==> config.mk <==
export PLATFORM = sky130hd
export DESIGN_NAME = tea_cell
export DESIGN_NICKNAME = d
export VERILOG_FILES = /design/src/design/tea_pkg.sv /design/src/design/tea_cell.sv
export SDC_FILE = /design/constraint.sdc
export NUM_CORES = 1
export LEC_CHECK = 0
export ABC_CLOCK_PERIOD_IN_PS = 800
export BUFFER_PORTS_ARGS = -buffer_cell sky130_fd_sc_hd__clkbuf_2
export CAP_MARGIN = 40
export CORE_MARGIN = 4
export CORE_UTILIZATION = 40
export CTS_CLUSTER_DIAMETER = 200
export DETAILED_ROUTE_END_ITERATION = 7
export GPL_ROUTABILITY_DRIVEN = 0
export PLACE_DENSITY = 0.67
export SLEW_MARGIN = 40
export SYNTH_ARGS = -nofsm -noshare
export SYNTH_HDL_FRONTEND = slang
export SYNTH_SLANG_ARGS = --single-unit
==> constraint.sdc <==
create_clock -name clk_i -period 0.8 [get_ports clk_i]
set_clock_uncertainty 0.2 [all_clocks]
set_input_delay 0.04 -clock clk_i [delete_from_list [all_inputs] [get_ports clk_i]]
set_output_delay 0.04 -clock clk_i [all_outputs]
set_load 0.02 [all_outputs]
==> src/design/tea_pkg.sv <==
// Shared types, constants and the round function for the TEA cipher unit.
// Used by tea_key_regs, tea_cell and tea_block_cipher_unit; no dependencies.
package tea_pkg;

  localparam int unsigned TeaRounds = 32;
  localparam logic [31:0] TeaDelta  = 32'h9e37_79b9;
  localparam int unsigned CfgIdxW   = 3;

  typedef enum logic [CfgIdxW-1:0] {
    RegKeyWord0 = 3'd0,
    RegKeyWord1 = 3'd1,
    RegKeyWord2 = 3'd2,
    RegKeyWord3 = 3'd3,
    RegKeyValid = 3'd4
  } cfg_reg_e;

  typedef struct packed {
    logic [31:0] word0;
    logic [31:0] word1;
    logic [31:0] word2;
    logic [31:0] word3;
    logic        valid;
  } key_t;

  typedef struct packed {
    logic        kind;
    logic [63:0] block_in;
    logic        last_block;
  } tea_in_t;

  typedef struct packed {
    logic [63:0] block_out;
    logic        status;
    logic        last_out;
  } tea_out_t;

  // What travels from one cell to the next.
  typedef struct packed {
    logic        kind;
    logic [31:0] v0;
    logic [31:0] v1;
    logic        last;
  } stage_t;

  function automatic logic [31:0] tea_mix(input logic [31:0] x,
                                          input logic [31:0] ka,
                                          input logic [31:0] kb,
                                          input logic [31:0] s);
    tea_mix = ((x << 4) + ka) ^ (x + s) ^ ((x >> 5) + kb);
  endfunction

endpackage

==> src/design/tea_cell.sv <==
// One Feistel half-round of TEA, registered; serves encryption and decryption.
// Depends on tea_pkg for the stage struct, the key struct and tea_mix.
module tea_cell import tea_pkg::*; #(
  parameter logic [31:0] EncSum     = TeaDelta,
  parameter logic [31:0] DecSum     = TeaDelta,
  parameter bit          SecondHalf = 1'b0
) (
  input  logic   clk_i,
  input  logic   rst_ni,
  input  logic   valid_i,
  input  stage_t stage_i,
  input  key_t   key_i,
  output logic   valid_o,
  output stage_t stage_o
);

  logic        upd_v0;
  logic [31:0] sum, src, ka, kb, mix, dst, upd;
  logic        valid_q;
  stage_t      stage_q, stage_d;

  // Encryption updates v0 first, decryption runs the halves in reverse and updates v1 first.
  assign upd_v0 = ~(stage_i.kind ^ SecondHalf);
  assign sum    = stage_i.kind ? DecSum : EncSum;
  assign src    = upd_v0 ? stage_i.v1 : stage_i.v0;
  assign dst    = upd_v0 ? stage_i.v0 : stage_i.v1;
  assign ka     = upd_v0 ? key_i.word0 : key_i.word2;
  assign kb     = upd_v0 ? key_i.word1 : key_i.word3;
  assign mix    = tea_mix(src, ka, kb, sum);
  assign upd    = stage_i.kind ? (dst - mix) : (dst + mix);

  always_comb begin
    stage_d = stage_i;
    if (upd_v0) begin
      stage_d.v0 = upd;
    end else begin
      stage_d.v1 = upd;
    end
  end

  always_ff @(posedge clk_i or negedge rst_ni) begin
    if (!rst_ni) begin
      valid_q <= 1'b0;
    end else begin
      valid_q <= valid_i;
    end
  end

  always_ff @(posedge clk_i) begin
    if (valid_i) begin
      stage_q <= stage_d;
    end
  end

  assign valid_o = valid_q;
  assign stage_o = stage_q;

endmodule
[Word-level counts from Yosys, hierarchy flattened]
Index checks and enable logic that the tools add are counted.
Word-level totals
  register bits: 67
  logic and storage cells: 19
Cells by class
  add/subtract/negate cells: 5
  bitwise gates (word level): 2
  mux-type cells: 7
Operator list (number)
  $mux 32: 7
  $add 32x32->32: 2
  $xor 32x32->32: 2
  $add 27x32->32: 1
  $add 32x32->32 const B: 1
  $sub 32x32->32: 1

[Longest topological paths before layout]
  depth after elaboration: 7
  mapped depth: 38
  gate-level depth less buffers: 27

[Worst setup path after synthesis]
Ideal clock, no wire load.
  path kind: input-to-reg
  start: input port stage_i[65] (netlist bit)
  end: register stage_q (netlist bit stage_o[64]), data pin
  setup time: 0.260 ns
  stages: 37
  slack: -7.841 ns
  buffers on the path: 13
  required time: 0.340 ns
  arrival: 8.181 ns
  cell sequence: buf_6 -> buf_6 -> buf_2 -> buf_2 -> buf_2 -> buf_2 -> buf_2 -> buf_2 -> buf_2 -> buf_2 -> clkbuf_1 -> clkbuf_1 -> mux2_2 -> ha_1 -> fa_1 -> a21oi_1 -> o21ai_0 -> a32oi_1 -> nand2b_1 -> a41oi_1 -> xnor3_1 -> or4b_1 -> or4b_4 -> nor2_1 -> nor2_1 -> xor2_1 -> ha_1 -> clkbuf_1 -> nand3_1 -> nor3_1 -> a2111oi_0 -> nor3_1 -> nand4_1 -> and4b_1 -> xnor2_1 -> o21a_1 -> nand3_1
RTL lines
  start: declaration: RTL line tea_cell.sv:11  | input stage_t stage_i,
  end signal: assignment: RTL line tea_cell.sv:51  | stage_q <= stage_d;
  end: declaration: RTL line tea_cell.sv:20  | stage_t stage_q, stage_d;

==> impl_results.md <==
- DRT iter0 DRCs: 1540
- Die area: 29800 µm²
- Remaining Overflow, GRT: 0
- Clock buffer depth: 2
- Wirelength per Cell: 20.9 µm
- Setup TNS: -276.76 ns
- Reg clk slew, reported paths: approximately 0.06 ns
- Boundary Pins: 265
- Hold Vio Cnt, Final: 20
- Async S/R FF share, synth: 1.49%
- Status: complete, but fails checks
- H-tree Lvls: 3
- Die X: 173 µm
- Pwr dens: 3450 nW/µm²
- CTS tree: done
- P_leak: 8.81 nW
- Post-Syn Area: 10800 µm²
- Seq cells post-synth: 67
- First-pass detailed-route iteration total: 6
- Worst Path Arrival: 5.82 ns
- Most common cell in the netlist: xnor2_1
- RSZ-0062 raised after global routing: true
- Most frequent cells after synthesis: xnor2_1 (129), nand2_1 (111), o21ai_0 (103), a21oi_1 (89), mux2_2 (89)
- Min Tclk post-route: 5.95 ns
- Vias/cell: 5.86
- Top FF cell, synth: edfxtp_1
- Net Count, Synth: 1569
- Global-route usage over all layers: about 28%
- Post-route clock period utilization: 744%
- Syn. warnings: 0
- Final Max Tran Viols: 0
- Syn Inst Count: 1281
- Sequential-to-total area share from yosys stat: approximately 19%
- Post-synth top area cell: edfxtp_1
- Area delta synth->final: 76.5%
- Critical Path Fanout Max: 12
- Vias: 14100
- Hold buffers post-CTS: 2
- Worst Path Required: 0.67 ns
- First-pass GRT wire length: 69700 µm
- Total Wirelength: 50100 µm
- Final WS setup: -5.15 ns
- Hold Path Class: in -> async
- Clock sinks: between 60 and 70
- Largest net degree at the start of global routing: 43
- CTS root buf: clkbuf_16
- Number of library cell types mapped by synthesis: 81
- Final Cell Area: about 19000 µm²
- Top-area cell type share of the netlist area: about 18%
- CTS buffer count: 9
- # rows: 59
- Worst Setup End Kind: register
- Peak VDD IR: approximately 1.9 mV
- Highest clock rate: 0.168 GHz
- Vias in the first global route: 13200
- Slew Limit Headroom: 66.0%
- Max-cap viol count: 0
- Drt drc: 0
- Syn Area/Cell: 8.46 µm²
- Placed Instance Area: around 16000 µm²
- Startpoint types: input pin
- Violated checks: hold timing, setup timing
- Fraction of layout cells with a size suffix above 1: ~57%
- Die Height: 173 µm
- # fillers: 1751
- DPL Wire Length: 35200 µm
- Worst hold margin: -0.171 ns
- I/O Buffers: 263
- Synth top area cells: edfxtp_1 (18%), xnor2_1 (10%), ha_1 (10%)
- Final setup fails: 131
- Critical path class: in -> reg
- Post-layout nets: 2344
- Worst Tran Pin Value: 0.503 ns
- Number of flops mapped to enable cells by yosys: 66
- Antenna violations before repair: 3
- Core Area: 26400 µm²
- Starting Density: 41.1%
- ANT nets after route: 0
flip-flops by register name, summed over array words and instances (netlist names):
signal   flops
stage_o     66
valid_o      1
what timing repair did:
| action | in CTS | in global routing |
|---|---|---|
| setup endpoints to repair | 131 | 132 |
| cloned | 6 | 0 |
| buffers inserted | 40 | 34 |
| endpoints found under the hold margin | 36 | 20 |
| resized for setup | 219 | 281 |
| pin swaps | 109 | 124 |
final cells by class:
| cell class | count | area [µm²] | area share (%) |
|---|---|---|---|
| Multi-Input combinational cell | 1134 | 10200 | 53.2 |
| Timing Repair Buffer | 808 | 6100 | 31.9 |
| Sequential cell | 67 | 2010 | 10.5 |
| Tap cell | 335 | 419 | 2.19 |
| Clock buffer | 11 | 243 | 1.27 |
| Inverter | 36 | 138 | 0.720 |
| Clock inverter | 5 | 30.0 | 0.157 |
| Antenna cell | 3 | 7.51 | 0.0393 |
cells in the final DEF, fill, tap and decap left out, types with 12 or more instances in the layout:
| master | n |
|---|---|
| mux2_2 | 75 |
| xnor2_2 | 25 |
| ha_1 | 54 |
| a21oi_1 | 65 |
| a21o_1 | 36 |
| buf_2 | 20 |
| o21a_1 | 19 |
| nand2_2 | 12 |
| nor2b_1 | 13 |
| nand2_1 | 97 |
| xor2_1 | 39 |
| nand3_1 | 15 |
| nor3b_1 | 13 |
| nor2_1 | 62 |
| nor3_1 | 24 |
| buf_6 | 86 |
| mux2i_1 | 13 |
| o21ai_2 | 20 |
| edfxtp_1 | 66 |
| ha_4 | 30 |
| o21ai_1 | 46 |
| o21ai_0 | 36 |
| inv_1 | 26 |
| mux2_4 | 14 |
| buf_4 | 487 |
| clkbuf_2 | 196 |
| a21oi_2 | 18 |
| xnor2_1 | 102 |
| a31oi_1 | 14 |
per-stage QoR:
step	util, %	instances	setup slack [ns]	total power [W]
2_1_floorplan	-	1281	-6.21	0.0297
3_3_place_gp	62.0	2314	-5.32	0.0447
3_5_place_dp	62.0	2314	-5.45	0.0457
4_1_cts	68.5	2373	-4.83	0.0553
5_1_grt	72.6	2399	-5.38	0.0686
6_report	72.6	2399	-5.15	0.0660
report_power, final:
| group | switching [W] | internal, W |
|---|---|---|
| Sequential | 0.000585 | 0.00609 |
| Clock | 0.00149 | 0.00216 |
| Combinational | 0.0279 | 0.0278 |
critical path, stage by stage:
cell and delay (ns):
clkbuf_16 0.14, buf_4 0.18, nand2b_1 0.22, and2_4 0.19, inv_2 0.08, ha_4 0.21
and3_4 0.18, and4_1 0.19, a32oi_2 0.20, nand2b_1 0.12, a41oi_2 0.25, xnor3_1 0.37
or4b_4 0.50, or4b_4 0.61, nor2_4 0.14, nor2_2 0.06, xor2_2 0.22, ha_4 0.27
buf_6 0.12, a21oi_4 0.18, nand3_2 0.15, a2111oi_4 0.24, nor3_2 0.10, a21oi_2 0.18
o21bai_1 0.09, a21oi_1 0.17, xor2_1 0.25, o21ai_1 0.14
metal layers:
layer | track usage [%] | wire length [µm] | vias to the layer above
met5 | 0 | 0 | -
met2 | 47.5 | 23200 | 976
met3 | 3.28 | 4630 | 186
li1 | - | - | 6331
met1 | 38.8 | 20000 | 6576
met4 | 8.72 | 2360 | 0
cells by family (layout without fill, tap and decap cells):
group | after synthesis | in the layout | synth area share, %
other | 0 | 3 | 0
XOR/XNOR | 194 | 194 | 17.1
AND/OR/NAND/NOR | 370 | 370 | 17.8
buffers and inverters | 80 | 860 | 3.07
adder cells (fa/ha/maj) | 90 | 90 | 10.6
multiplexers | 105 | 105 | 10.7
flip-flops | 67 | 67 | 18.5
AO/OA/AOI/OAI | 375 | 375 | 22.2
path summary, 6_finish.rpt:
path / slack (ns) / cells past startpoint / end / from
worst max-delay path: -5.15 / 28 / stage_o[30] / stage_i[65]
worst min-delay path: -0.17 / 2 / valid_o / rst_ni
max in group asynchronous: 0.48 / 2 / valid_o / rst_ni
min in group clk_i: -0.14 / 3 / stage_o[2] / stage_i[2]
No activity file was read; power rests on OpenSTA's default activity.
