==> config.mk <==
export PLATFORM = sky130hd
export DESIGN_NAME = tea_key_regs
export DESIGN_NICKNAME = d
export VERILOG_FILES = /design/src/design/tea_pkg.sv /design/src/design/tea_key_regs.sv
export SDC_FILE = /design/constraint.sdc
export NUM_CORES = 1
export LEC_CHECK = 0
export BUFFER_PORTS_ARGS = -buffer_cell sky130_fd_sc_hd__clkbuf_2
export CAP_MARGIN = 20
export CORE_ASPECT_RATIO = 0.75
export CORE_MARGIN = 10
export CORE_UTILIZATION = 53
export CTS_CLUSTER_DIAMETER = 80
export DETAILED_ROUTE_END_ITERATION = 16
export PLACE_DENSITY_LB_ADDON = 0.2
export SKIP_CTS_REPAIR_TIMING = 1
export SLEW_MARGIN = 10
export SYNTH_ARGS = -nofsm -noshare
export SYNTH_HDL_FRONTEND = slang
export SYNTH_SLANG_ARGS = --single-unit
==> constraint.sdc <==
create_clock -name clk_i -period 1.3 [get_ports clk_i]
set_input_delay 0.065 -clock clk_i [delete_from_list [all_inputs] [get_ports clk_i]]
set_output_delay 0.065 -clock clk_i [all_outputs]
set_load 0.05 [all_outputs]
==> src/design/tea_pkg.sv <==
// Shared types, constants and the round function for the TEA cipher unit.
// Used by tea_key_regs, tea_cell and tea_block_cipher_unit; no dependencies.
package tea_pkg;

  localparam int unsigned TeaRounds = 32;
  localparam logic [31:0] TeaDelta  = 32'h9e37_79b9;
  localparam int unsigned CfgIdxW   = 3;

  typedef enum logic [CfgIdxW-1:0] {
    RegKeyWord0 = 3'd0,
    RegKeyWord1 = 3'd1,
    RegKeyWord2 = 3'd2,
    RegKeyWord3 = 3'd3,
    RegKeyValid = 3'd4
  } cfg_reg_e;

  typedef struct packed {
    logic [31:0] word0;
    logic [31:0] word1;
    logic [31:0] word2;
    logic [31:0] word3;
    logic        valid;
  } key_t;

  typedef struct packed {
    logic        kind;
    logic [63:0] block_in;
    logic        last_block;
  } tea_in_t;

  typedef struct packed {
    logic [63:0] block_out;
    logic        status;
    logic        last_out;
  } tea_out_t;

  // What travels from one cell to the next.
  typedef struct packed {
    logic        kind;
    logic [31:0] v0;
    logic [31:0] v1;
    logic        last;
  } stage_t;

  function automatic logic [31:0] tea_mix(input logic [31:0] x,
                                          input logic [31:0] ka,
                                          input logic [31:0] kb,
                                          input logic [31:0] s);
    tea_mix = ((x << 4) + ka) ^ (x + s) ^ ((x >> 5) + kb);
  endfunction

endpackage

==> src/design/tea_key_regs.sv <==
// Key registers of the TEA cipher unit, written through the configuration channel.
// Depends on tea_pkg for the register codes and the key struct.
module tea_key_regs import tea_pkg::*; (
  input  logic               clk_i,
  input  logic               rst_ni,
  input  logic               cfg_valid_i,
  output logic               cfg_ready_o,
  input  logic [CfgIdxW-1:0] cfg_index_i,
  input  logic [31:0]        cfg_data_i,
  output key_t               key_o
);

  key_t key_q, key_d;

  assign cfg_ready_o = 1'b1;

  always_comb begin
    key_d = key_q;
    if (cfg_valid_i) begin
      case (cfg_reg_e'(cfg_index_i))
        RegKeyWord0: key_d.word0 = cfg_data_i;
        RegKeyWord1: key_d.word1 = cfg_data_i;
        RegKeyWord2: key_d.word2 = cfg_data_i;
        RegKeyWord3: key_d.word3 = cfg_data_i;
        RegKeyValid: key_d.valid = cfg_data_i[0];
        default:     key_d = key_q;
      endcase
    end
  end

  always_ff @(posedge clk_i or negedge rst_ni) begin
    if (!rst_ni) begin
      key_q <= '0;
    end else begin
      key_q <= key_d;
    end
  end

  assign key_o = key_q;

endmodule

* Word-level counts from Yosys, hierarchy flattened
Index checks and enable logic that the tools add are counted. W data, S select, Z words.
Word-level totals: flip-flop bits (word level) 129, input port bits 38, output and inout bits 130
Operators by class: equality and inequality tests 4, reduce and logical (&&, ||, !) cells 6
Operators by type and width (number):
- $reduce_and A2 Y1 | 5
- $eq A3 B2 Y1 const B | 2
- $eq A3 B1 Y1 const B | 1
- $eq A3 B3 Y1 const B | 1
- $logic_not A3 Y1 | 1

* Longest topological paths before layout
Gate-level depths: netlist of the first run.
word-level depth 2, depth in mapped cells 4, depth with buffers taken out 2

* Worst setup path before layout of the first run
Ideal clock, no wire load.
kind input to register, start point in cfg_index_i[0], end point reg key_q, in the netlist key_o[120], setup time 0.125 ns, arrival time 0.988 ns, setup slack 0.187 ns, stages on the path 3, buffers on the path 1, path through nor4b_4 > buf_6 > mux2_2
Between the ends: word-level cells in the longest chain between the ends 2
Ends and longest elaborated chain:
- from (decl) | line tea_key_regs.sv:8 | input logic [CfgIdxW-1:0] cfg_index_i,
- $logic_not A3 Y1 | line tea_key_regs.sv:20 | case (cfg_reg_e'(cfg_index_i))
- $reduce_and A2 Y1 (no source line)
- to (signal assigned) | line tea_key_regs.sv:35 | key_q <= key_d;
- to (decl) | line tea_key_regs.sv:13 | key_t key_q, key_d;
No other way between the ends. A chain may end at the register's enable or synchronous reset.

* Final worst setup path of the first run
start point reg key_q, in the netlist key_o[112], end point out key_o[112] in the netlist's numbering
RTL lines:
- to (decl) | line tea_key_regs.sv:10 | output key_t key_o
No word-level cell between the ends.

==> results of run 1 <==
==> layout make-up <==
type | count | share of cell area [%]
flip-flops and latches | 129 | 47.5
clock buffers | 27 | 7.55
clock inverters | 4 | 0.368
repair buffers | 217 | 19.7
multi-input cells | 135 | 22.8
well taps | 112 | 2.06
==> stage by stage <==
stage / setup TNS, ns / std cells / instance area, sq um
after floorplan: 0 / 279 / 4880
after global placement: -1.10 / 559 / 5920
after detailed placement: -3.30 / 559 / 5920
after CTS: 0 / 590 / 6450
after global routing: 0 / 624 / 6790
final: 0 / 624 / 6790
==> Yosys cell counts (all sizes together) <==
cell    instances  area, sq um
dfrtp         129         3230
mux2          129         1450
buf            15          134
nor4bb          3         30.0
conb            1         3.75
nand4b          1         8.76
nor4b           1         23.8
==> path summary, 6_finish.rpt <==
kind,startpoint,to,slack [ns],depth (start not counted)
max,key_o[112],key_o[112],0.14,1
min,cfg_valid_i,key_o[0],0.18,3
max reg2reg,key_o[81],key_o[81],0.52,1
min reg2reg,key_o[124],key_o[124],0.48,1
max in group asynchronous,rst_ni,key_o[122],0.64,3
min in group asynchronous,rst_ni,key_o[32],0.22,3
==> cells by family (layout without fill, tap and decap cells) <==
kind of cell | Yosys count | in the layout
mux | 129 | 129
flops | 129 | 129
buf+inv | 15 | 248
simple gates | 5 | 5
other cells | 1 | 1
==> power by group through the flow <==
stage	Sequential, W	Clock [W]	Combinational (W)
2_1_floorplan	0.00854	0	0.000835
3_3_place_gp	0.00539	0	0.00538
3_5_place_dp	0.00543	0	0.00544
4_1_cts	0.00539	0.00435	0.00545
5_1_grt	0.00550	0.00454	0.00571
6_report	0.00539	0.00428	0.00547
==> layout by cell type (no fill, tap or decap), types with 2 or more instances in the layout <==
cell           count
clkinvlp_4         2
buf_4             15
mux2_2           119
clkbuf_8           5
nor4bb_4           2
dfrtp_1          129
buf_12             3
clkbuf_2         165
clkinv_2           2
clkbuf_16         17
mux2_1            10
clkbuf_1           5
dlygate4sd3_1     34
==> per-layer routing <==
metal,up-vias,share of wire [%]
li1,1438,-
met4,0,0.80
met2,100,51
met5,-,0
met1,1612,39
met3,12,9.3
==> flow_metrics.env, run 1 <==
export IMPL_layout_nets=538
export IMPL_synth_compound_area_share_pct=0
export IMPL_utilization_pct=75.4
export IMPL_power_density_nw_per_um2=2230
export IMPL_ys_types=10
export IMPL_antenna_found_initial=0
export IMPL_syn_inst=279
export IMPL_cts_buffers=17
export IMPL_dpl_worst_slack_ns=-0.0867
export IMPL_io_pins=168
export IMPL_drt_initial_drc_count=98
export IMPL_hpwl_microns=8800
export IMPL_ant_nets=0
export IMPL_fillers=583
export IMPL_slowest_stage="dfrtp_1"
export IMPL_crit_required_ns=1.24
export IMPL_busiest_layer="met2"
export IMPL_ir_drop_mv=1.70
export IMPL_grt_overflow=0
export IMPL_use_met3_pct=9.10
export IMPL_syn_area_per_cell_sq_um=17.5
export IMPL_initial_utilization_pct=54.2
export IMPL_first_pass_iters=4
export IMPL_ys_seq_area_share_pct=66.1
export IMPL_seqCellArea_sq_um=3230
export IMPL_grt_pass1_vias=3408
export IMPL_path_clk_slew_ns=0.05
export IMPL_cts_tree="yes"
export IMPL_diodes=0
export IMPL_clock_latency_ns=0.41
export IMPL_outcome="finished, final reports clean"
export IMPL_power_switching_w=0.00620
export IMPL_holdWs_ns=0.179
export IMPL_grt_util_met1_pct=20.7
export IMPL_cts_buffer_depth=2
export IMPL_rsz0062_at_grt="no"
export IMPL_switching_share_pct=41.0
export IMPL_fmax_mhz=865
export IMPL_ys_warnings_count=0
export IMPL_synthAdderAreaFrac_pct=0
export IMPL_h_tree_depth=4
export IMPL_fin_ws_ns=0.144
export IMPL_cts_sinks=129
export IMPL_globalRouteMet2Util_pct=29.7
export IMPL_slowest_delay_ns=0.37
export IMPL_die_y_microns=103
export IMPL_wire_per_inst_microns=20.1
export IMPL_drv_slew=0
export IMPL_worstPathArrival_ns=1.09
export IMPL_routed_via_count=3162
export IMPL_crit_chain="clkbuf_2"
export IMPL_period_needed_ns=1.16
export IMPL_largest_register_ffs=129
export IMPL_die_area_sq_um=13500
export IMPL_clock_skew_ns=0
export IMPL_gp_congestion=0.736
export IMPL_synthMuxAreaShare_pct=29.8
export IMPL_endpoint_kind="output pin"
export IMPL_hold_violations=0
export IMPL_seqPwrFrac_pct=35.6
export IMPL_io_buffer_count=166
export IMPL_num_rows=30
export IMPL_crit_fanout=2
export IMPL_cp_top_family="flip-flops"
export IMPL_die_x_microns=131
export IMPL_worst_setup_path_start_kind="flop"
export IMPL_intPower_w=0.00894
export IMPL_synthToLayoutAreaGrowth_pct=39.2
export IMPL_drt_wl_total_microns=12500
export IMPL_remaining_drc_errors=0
export IMPL_cts_root_buf="clkbuf_16"
export IMPL_layout_drive_gt1_share_pct=64.6
export IMPL_p_leak_nw=3.30
export IMPL_yosys_area_share_simple_pct=1.28
export IMPL_synth_seq_cells=129
export IMPL_avgViaCountPerCell=5.07
export IMPL_syn_nets=317
export IMPL_syn_area_sq_um=4880
export IMPL_grt_util_all_layers_pct=18.2
export IMPL_multiInputGateArea_sq_um=1550
export IMPL_crit_buf_inv=1
export IMPL_maxCapViolations=0
export IMPL_p_total_w=0.0151
export IMPL_hold_path_class="primary input to flop"
export IMPL_core_area_sq_um=9010
export IMPL_synth_xor_area_share_pct=0
export IMPL_grt_pass1_wl_microns=18600
export IMPL_setup_viol=0
export IMPL_finalCritPeriodShare_pct=88.9
export IMPL_critical_path_class="flop to output pin"
export IMPL_clkPwrFrac_pct=28.3
export IMPL_grt_max_degree=70
export IMPL_combPwrFrac_pct=36.1
export IMPL_synth_top_family_by_area="multiplexers"
Power figures use the tool's default switching activity.
==> run 2, diff against run 1 <==
--- a/config.mk
+++ b/config.mk
@@ -8,7 +8,7 @@
 export BUFFER_PORTS_ARGS = -buffer_cell sky130_fd_sc_hd__clkbuf_2
 export CAP_MARGIN = 20
 export CORE_ASPECT_RATIO = 0.75
-export CORE_MARGIN = 10
+export CORE_MARGIN = 4
 export CORE_UTILIZATION = 53
 export CTS_CLUSTER_DIAMETER = 80
 export DETAILED_ROUTE_END_ITERATION = 16
==> flow_metrics.env, run 2 (synthesis gave the netlist of run 1 again) <==
export IMPL_path_clk_slew_ns=0.05
export IMPL_final_common_cell="clkbuf_2"
export IMPL_grt_pass1_wl_microns=18000
export IMPL_power_switching_w=0.00612
export IMPL_fmax_mhz=883
export IMPL_wire_per_inst_microns=18.6
export IMPL_r2r_end="key_o[124]"
export IMPL_die_area_sq_um=10800
export IMPL_avgViaCountPerCell=5.12
export IMPL_p_leak_nw=3.31
export IMPL_slowest_delay_ns=0.37
export IMPL_cts_sinks=129
export IMPL_crit_buf_inv=1
export IMPL_crit_required_ns=1.24
export IMPL_crit_fanout=2
export IMPL_ir_drop_mv=1.36
export IMPL_slowest_stage="dfrtp_1"
export IMPL_layout_common_cells="165 x clkbuf_2, 129 x dfrtp_1, 119 x mux2_2"
export IMPL_grt_overflow=0
export IMPL_seqPwrFrac_pct=35.0
export IMPL_hold_violations=0
export IMPL_placed_area_sq_um=5890
export IMPL_outcome="finished, final reports clean"
export IMPL_grt_pass1_vias=3300
export IMPL_worst_setup_path_start_kind="flop"
export IMPL_cts_tree="yes"
export IMPL_initial_utilization_pct=54.2
export IMPL_reg2reg_from="key_o[124]"
export IMPL_clock_latency_ns=0.40
export IMPL_drt_initial_drc_count=196
export IMPL_clkPwrFrac_pct=29.8
export IMPL_period_needed_ns=1.13
export IMPL_layout_nets=534
export IMPL_io_pins=168
export IMPL_cts_buffers=17
export IMPL_reg2reg_depth=1
export IMPL_switching_share_pct=39.7
export IMPL_p_total_w=0.0154
export IMPL_remaining_drc_errors=0
export IMPL_first_pass_iters=5
export IMPL_intPower_w=0.00930
export IMPL_combPwrFrac_pct=35.2
export IMPL_worstPathArrival_ns=1.07
export IMPL_utilization_pct=75.4
export IMPL_largest_register_ffs=129
export IMPL_hold_path_class="primary input to asynchronous set/reset pin"
export IMPL_cts_buffer_depth=2
export IMPL_fin_setup_tns_ns=0
export IMPL_antenna_found_initial=0
export IMPL_hpwl_microns=7890
export IMPL_fin_area_sq_um=6790
export IMPL_drt_wl_total_microns=11500
export IMPL_core_area_sq_um=9010
export IMPL_diodes=0
export IMPL_num_rows=30
export IMPL_reg2reg_slack_ns=0.49
export IMPL_grt_util_all_layers_pct=21.6
export IMPL_drv_slew=0
export IMPL_setup_viol=0
export IMPL_grt_max_degree=64
export IMPL_endpoint_kind="output pin"
export IMPL_power_density_nw_per_um2=2270
export IMPL_critical_path_class="flop to output pin"
export IMPL_die_y_microns=91.1
export IMPL_synthToLayoutAreaGrowth_pct=39.1
export IMPL_rsz0062_at_grt="no"
export IMPL_die_x_microns=119
export IMPL_finalCritPeriodShare_pct=87.1
export IMPL_holdWs_ns=0.0619
export IMPL_layout_drive_gt1_share_pct=64.5
export IMPL_gp_congestion=0.818
export IMPL_cp_top_family="flip-flops"
export IMPL_io_buffer_count=166
export IMPL_cts_root_buf="clkbuf_16"
export IMPL_maxCapViolations=0
export IMPL_ant_nets=0
export IMPL_crit_chain="clkbuf_2"
export IMPL_h_tree_depth=4
export IMPL_clock_skew_ns=0
export IMPL_routed_via_count=3169
[run 2: cell count changes in the layout (fill, tap and decap cells not counted)]
cell / previous run / this run
clkinvlp_4: 2 / 0
buf_4: 15 / 12
dlygate4sd3_1: 34 / 33
clkbuf_8: 5 / 1
clkinv_2: 2 / 4
bufinv_16: 0 / 3
[run 2: power by group through the flow]
stage / logic, W / clock network [W] / registers (W)
2_1_floorplan: 0.000835 / 0 / 0.00854
3_3_place_gp: 0.00529 / 0 / 0.00541
3_5_place_dp: 0.00537 / 0 / 0.00546
4_1_cts: 0.00539 / 0.00466 / 0.00540
5_1_grt: 0.00564 / 0.00487 / 0.00551
6_report: 0.00542 / 0.00460 / 0.00540
[run 2: layout make-up]
class                   count  area, sq um
fillers                   584         2220
clock inverters             7          110
well taps                 112          140
multi-input cells         135         1550
repair buffers            213         1310
clock buffers              23          458
flip-flops and latches    129         3230
[run 2: metrics by stage]
| step | setup WS, ns | instances |
|---|---|---|
| after floorplan | 0.187 | 279 |
| after global placement | -0.0294 | 556 |
| after detailed placement | -0.0580 | 556 |
| after CTS | 0.159 | 586 |
| after global routing | 0.125 | 619 |
| final | 0.168 | 619 |
[run 2: worst max-delay path by stage]
stage	start	end	slack [ns]	cells after the start
2_1_floorplan	cfg_index_i[0]	key_o[120]	0.19	3
3_3_place_gp	cfg_index_i[0]	key_o[46]	-0.03	4
3_5_place_dp	cfg_index_i[2]	key_o[63]	-0.06	4
4_1_cts	key_o[108]	key_o[108]	0.16	1
5_1_grt	key_o[101]	key_o[101]	0.12	1
6_report	key_o[105]	key_o[105]	0.17	1
[run 2: routing by layer]
metal | up-vias | wire [microns] | track usage (%)
met1 | 1615 | 4670 | 26.5
li1 | 1432 | - | -
met3 | 19 | 654 | 7.91
met5 | - | 0 | 0
met2 | 103 | 5970 | 35.5
met4 | 0 | 212 | 7.52
